<file path="src/fir21_pkg.sv">
// ----------------------------------------------------------------------------
// fir21_pkg: shared types and constants for the 21-tap three-band FIR
// Holds the tap count, the coefficient tables in Q30, the rounding function
// that brings a Q30 coefficient to the working fraction, and the pipeline
// control word passed between stages.
// ----------------------------------------------------------------------------
package fir21_pkg;

    localparam int TAPS      = 21;
    localparam int HALF_TAPS = (TAPS + 1) / 2;
    localparam int NUM_SETS  = 3;
    localparam int SAMPLE_W  = 16;
    localparam int SEL_W     = 2;
    localparam int Q30_FRAC  = 30;

    // Saturation bounds of a 16-bit sample
    localparam int SAMPLE_MAX = 32767;
    localparam int SAMPLE_MIN = -32768;

    // Coefficient set indexes into the table
    localparam int SET_LOW  = 0;
    localparam int SET_HIGH = 1;
    localparam int SET_BAND = 2;

    // Selector codes of the filter_select register
    localparam logic [SEL_W-1:0] SEL_LOW  = 2'd0;
    localparam logic [SEL_W-1:0] SEL_HIGH = 2'd1;

    // First half (taps 0 .. 10) of each symmetric set, Q30
    localparam int COEF_Q30 [NUM_SETS][HALF_TAPS] = '{
        '{0, -331917, -1009479, 2908721, 10873207, 0,
          -41413187, -46134735, 85274147, 312028246, 429351817},
        '{0, 3710050, -4223655, -7753602, 21597800, 0,
          -55546606, 54377533, 91809287, -318382781, 430370570},
        '{0, 0, 2819198, 0, -30365891, 0,
          115655698, 0, -238147359, 0, 299765534}
    };

    // Control word that steps the pipeline
    typedef struct packed {
        logic adv;     // all stages move one place
        logic accept;  // a new input word enters the window
    } pipe_ctl_t;

    // Round the Q30 coefficient of one tap to Q(frac): magnitude rounded to
    // nearest with ties away from zero, then the sign put back
    function automatic longint coef_q(input int set, input int tap, input int frac);
        int     m;
        int     sh;
        longint q30;
        longint mag;
        m   = (tap < HALF_TAPS) ? tap : (TAPS - 1 - tap);
        sh  = Q30_FRAC - frac;
        q30 = longint'(COEF_Q30[set][m]);
        mag = (q30 < 0) ? -q30 : q30;
        if (sh > 0)
        begin
            mag = (mag + (longint'(1) << (sh - 1))) >>> sh;
        end
        return (q30 < 0) ? -mag : mag;
    endfunction

endpackage

</file>
<file path="src/fir21_sum.sv">
// ----------------------------------------------------------------------------
// fir21_sum: adder tree, scaling and saturation
// Adds the 21 tap products in a registered tree of three levels, shifts the
// sum right by the coefficient fraction (floor) and clamps to 16 bits.
// ----------------------------------------------------------------------------
module fir21_sum
    import fir21_pkg::*;
#(
    parameter int COEF_FRAC_BITS = 15
)
(
    input  logic                                  clk,
    input  logic                                  rst_n,
    input  pipe_ctl_t                             ctl,
    input  logic signed [SAMPLE_W+COEF_FRAC_BITS:0] prod [TAPS],
    input  logic                                  prod_valid,
    output logic signed [SAMPLE_W-1:0]            filtered,
    output logic                                  out_valid
);

    localparam int PW  = SAMPLE_W + COEF_FRAC_BITS + 1;
    localparam int G1N = TAPS / 3;
    localparam int G2N = (G1N + 2) / 3;
    localparam int G1W = PW + 2;
    localparam int G2W = PW + 4;
    localparam int AW  = PW + 5;

    localparam logic signed [AW-1:0] SAT_MAX = AW'(SAMPLE_MAX);
    localparam logic signed [AW-1:0] SAT_MIN = AW'(SAMPLE_MIN);

    logic signed [G1W-1:0]      grp1_reg [G1N];
    logic signed [G2W-1:0]      grp2_reg [G2N];
    logic signed [AW-1:0]       acc_reg;
    logic signed [AW-1:0]       scaled;
    logic signed [SAMPLE_W-1:0] sat_next;
    logic signed [SAMPLE_W-1:0] filtered_reg;
    logic                       g1_valid_reg;
    logic                       g2_valid_reg;
    logic                       acc_valid_reg;
    logic                       out_valid_reg;

    // Floor shift, then clamp to the 16-bit range
    always_comb
    begin
        scaled = acc_reg >>> COEF_FRAC_BITS;
        priority if (scaled > SAT_MAX)
        begin
            sat_next = SAMPLE_W'(SAMPLE_MAX);
        end
        else if (scaled < SAT_MIN)
        begin
            sat_next = SAMPLE_W'(SAMPLE_MIN);
        end
        else
        begin
            sat_next = scaled[SAMPLE_W-1:0];
        end
    end

    // Advance the tree payload
    always_ff @(posedge clk)
    begin
        if (ctl.adv)
        begin
            for (int i = 0; i < G1N; i++)
            begin
                grp1_reg[i] <= G1W'(prod[3*i]) + G1W'(prod[3*i+1]) + G1W'(prod[3*i+2]);
            end
            grp2_reg[0] <= G2W'(grp1_reg[0]) + G2W'(grp1_reg[1]) + G2W'(grp1_reg[2]);
            grp2_reg[1] <= G2W'(grp1_reg[3]) + G2W'(grp1_reg[4]) + G2W'(grp1_reg[5]);
            grp2_reg[2] <= G2W'(grp1_reg[6]);
            acc_reg     <= AW'(grp2_reg[0]) + AW'(grp2_reg[1]) + AW'(grp2_reg[2]);
            filtered_reg <= sat_next;
        end
    end

    // Advance the valid flags
    always_ff @(posedge clk or negedge rst_n)
    begin
        if (!rst_n)
        begin
            g1_valid_reg  <= 1'b0;
            g2_valid_reg  <= 1'b0;
            acc_valid_reg <= 1'b0;
            out_valid_reg <= 1'b0;
        end
        else if (ctl.adv)
        begin
            g1_valid_reg  <= prod_valid;
            g2_valid_reg  <= g1_valid_reg;
            acc_valid_reg <= g2_valid_reg;
            out_valid_reg <= acc_valid_reg;
        end
    end

    assign filtered  = filtered_reg;
    assign out_valid = out_valid_reg;

endmodule

</file>
<file path="config.mk">
export PLATFORM = sky130hd
export DESIGN_NAME = fir21_sum
export DESIGN_NICKNAME = d
export VERILOG_FILES = /design/src/fir21_pkg.sv /design/src/fir21_sum.sv
export SDC_FILE = /design/constraint.sdc
export NUM_CORES = 2
export LEC_CHECK = 0
export ABC_AREA = 1
export BUFFER_PORTS_ARGS = -buffer_cell sky130_fd_sc_hd__buf_2
export CORE_MARGIN = 3
export CORE_UTILIZATION = 50
export CTS_CLUSTER_DIAMETER = 60
export DETAILED_ROUTE_END_ITERATION = 8
export GPL_TIMING_DRIVEN = 0
export PLACE_DENSITY = 0.73
export SETUP_SLACK_MARGIN = 0.02
export SYNTH_ARGS = -nofsm -noshare
export SYNTH_HDL_FRONTEND = slang
export SYNTH_SLANG_ARGS = --single-unit
export TNS_END_PERCENT = 20
</file>
<file path="constraint.sdc">
create_clock -name clk -period 3.52 [get_ports clk]
set_input_delay 0.528 -clock clk [delete_from_list [all_inputs] [get_ports clk]]
set_output_delay 0.528 -clock clk [all_outputs]
set_load 0.05 [all_outputs]
</file>
==> run metrics <==
outcome finished clean; TritonRoute pass-1 iters 5; critical path capture point type flip-flop; CP Max Fanout 3; worst hold slack about 0.13 ns; first-pass GRT wire length 192000 um; post-layout util 0.592; gpl congestion between 1 and 1.5; largest family of logic cells by synthesized area adder cells; Post-layout nets between 6000 and 7000; mux share of post-synthesis cell area 0; Antenna Violating Nets Remaining 0; Period minus WS final about 3.3 ns; GRT Util Overall 0.319; Yosys top cell area share 0.301; largest net degree at the start of global routing around 130; Initial Util 0.508; gr ovfl total 0; Hold Path Class input pin to flip-flop; Max rail drop VDD 481 uV; Synth area leaders edfxtp_1 30%, fa_1 18%, ha_1 11%, nand2_1 10%, a21oi_1 5.4%; total wire length between 100000 and 150000 um; Top FF cell, synth edfxtp_1; core footprint ~75000 um^2; number of DRC markers in iteration 0 approximately 3000; postcts setup bufs 0; Slew @ Worst Pin slightly below 0.8 ns; Post-Layout Cell Count between 6000 and 7000; RR Startpoint grp1_reg[0][1]; Max Slew Vio Count 0; Largest register FFs around 240; Die X roughly 280 um; clk root buf clkbuf_16; die area 79500 um^2; clk_lat worst skew ~0.62 ns; initial antenna violation count 9; CTS sink count ~390; via count 34187; vias in the first global route ~33000; I/O Buffers about 690; syn_nets about 5700; CP startpoint grp1_reg[0][1]; CP required between 3 and 4 ns; H-tree depth 2; Async S/R FF share, synth 0.0104; Max Buffers Root-to-Sink 3; Max-Cap Viols 0; fmax 0.305 GHz; Mapped Area between 30000 and 40000 um^2; routed vias/inst between 5 and 6; fillers 6914; Syn. warnings 0; Synth cell types 43; Seq/Total Area, Yosys 0.304; RSZ-0062 raised after global routing no; #FFs+latches synth ~390; gate count after technology mapping between 4000 and 5000; setup TNS 0 ns; period utilization 0.930; final setup vio count 0; detailed-route DRC error count 0; Rel. slew slack 0.473; EDFF count, synth approximately 380; post-placement cell count around 6100; io pins between 600 and 700; TritonCTS buffer count 46; CTS tree yes; Hold Violations, Final 0; Syn Area/Cell around 8.7 um^2; Clock Skews about 0.053 ns; Synth Area in Compound Gates 0.119; Core Rows 100; power density cells 917 nW/um^2; share of cells above drive strength 1 0.157; WL/cell 21.0 um; CP Class flip-flop to flip-flop; die height about 280 um; Adder-Cell Fraction of Synth Area 0.284; DP Wirelength about 110000 um; largest area contributor in the netlist edfxtp_1; Critical Path AT about 3.7 ns; HP Start prod_valid; Clk pin slew, worst setup/hold paths roughly 0.070 ns; simple-gate share of the synthesized area 0.200; CP Launch Type flip-flop; area added between synthesis and finish 16.5%; post-synthesis xor/xnor area fraction 0.0442; Leak 0.0206 uW
cells by family (layout without fill, tap and decap cells):
family / after synthesis / after routing
other cells: 0 / 4
fa+ha+maj: 663 / 663
xor+xnor: 192 / 192
buf+inv: 490 / 1270
flops: 386 / 386
simple gates: 1857 / 1857
compound gates: 801 / 801
placed cells by master, fill, tap and decap left out, drive strengths merged, types with 19 or more instances in the layout:
cell type,instances
clkinv,20
o21ai,199
xor2,161
a21oi,418
edfxtp,382
o21bai,52
a21boi,19
nand3,244
nand4,49
nand2,1058
nor2,402
fa,336
ha,327
clkbuf,55
nor3,83
a21o,48
xnor2,31
inv,490
o21a,20
a31oi,20
buf,696
area by class of cell:
class	count	area [um^2]	share of cell area
antenna	4	10.0	0.000226
buffer	4	16.3	0.000367
clock buffer	52	1170	0.0265
clock inverter	32	300	0.00677
inverter	486	1820	0.0411
multi-input combinational	3513	24700	0.556
sequential	386	11600	0.261
tap	969	1210	0.0273
timing repair buffer	696	3570	0.0804
power breakdown:
group,internal [uW],switching (uW)
sequential,8000,998
combinational,8880,18200
clock,2600,2020
total,19500,21200
worst paths after layout:
check / to / slack [ns] / depth (start not counted)
max in group asynchronous: acc_valid_reg / 3.16 / 2
min: g1_valid_reg / 0.13 / 3
max: grp2_reg[0][17] / 0.25 / 12
max reg2reg: grp2_reg[0][17] / 0.25 / 12
min in group asynchronous: g1_valid_reg / 0.25 / 2
min reg2reg: grp2_reg[0][94] / 0.41 / 0
worst max-delay path: stages, from the launching register on:
cell and delay, ns:
edfxtp_1 0.40, fa_1 0.57, ha_2 0.25, inv_1 0.13, fa_1 0.47, inv_1 0.13
nand3_1 0.08, nand2_1 0.15, nand2_1 0.07, nand2_1 0.13, nand3_1 0.10, nand2_1 0.21
xor2_1 0.38
metal layers:
metal,GRT usage,share of wire,up-vias,routed length (um)
met1,0.456,0.44,16308,57200
met3,0.0436,0.072,162,9240
met5,0,0.00030,-,39
met2,0.511,0.45,1319,58400
li1,-,-,16392,-
met4,0.0908,0.031,6,3970
synth_stat cells (19+ instances only):
library cell / instances
a31oi_1: 20
a21o_1: 48
a21oi_1: 414
ha_1: 327
o21a_1: 20
edfxtp_1: 382
inv_1: 481
nor2_1: 394
xnor2_1: 31
nand4_1: 49
xor2_1: 161
fa_1: 336
nand2_1: 1051
nor3_1: 78
a21boi_0: 19
nand3_1: 244
o21ai_0: 174
o21bai_1: 51
through the flow:
stage / area [um^2] / setup slack [ns] / power (uW)
after floorplan: 38100 / 0.768 / 26600
after global placement: 42700 / -3.52 / 35400
after detailed placement: 42800 / 0.0260 / 35600
after CTS: 44300 / 0.155 / 40400
after global routing: 44300 / 0.0842 / 44000
final: 44300 / 0.246 / 40700
timing repair:
action                     4_1_cts  5_1_grt
hold buffers                     1        0
resized for setup                0        1
setup endpoints to repair        0        2
hold endpoints to repair         4        0
Note: power is estimated with default switching activity, not from simulation.
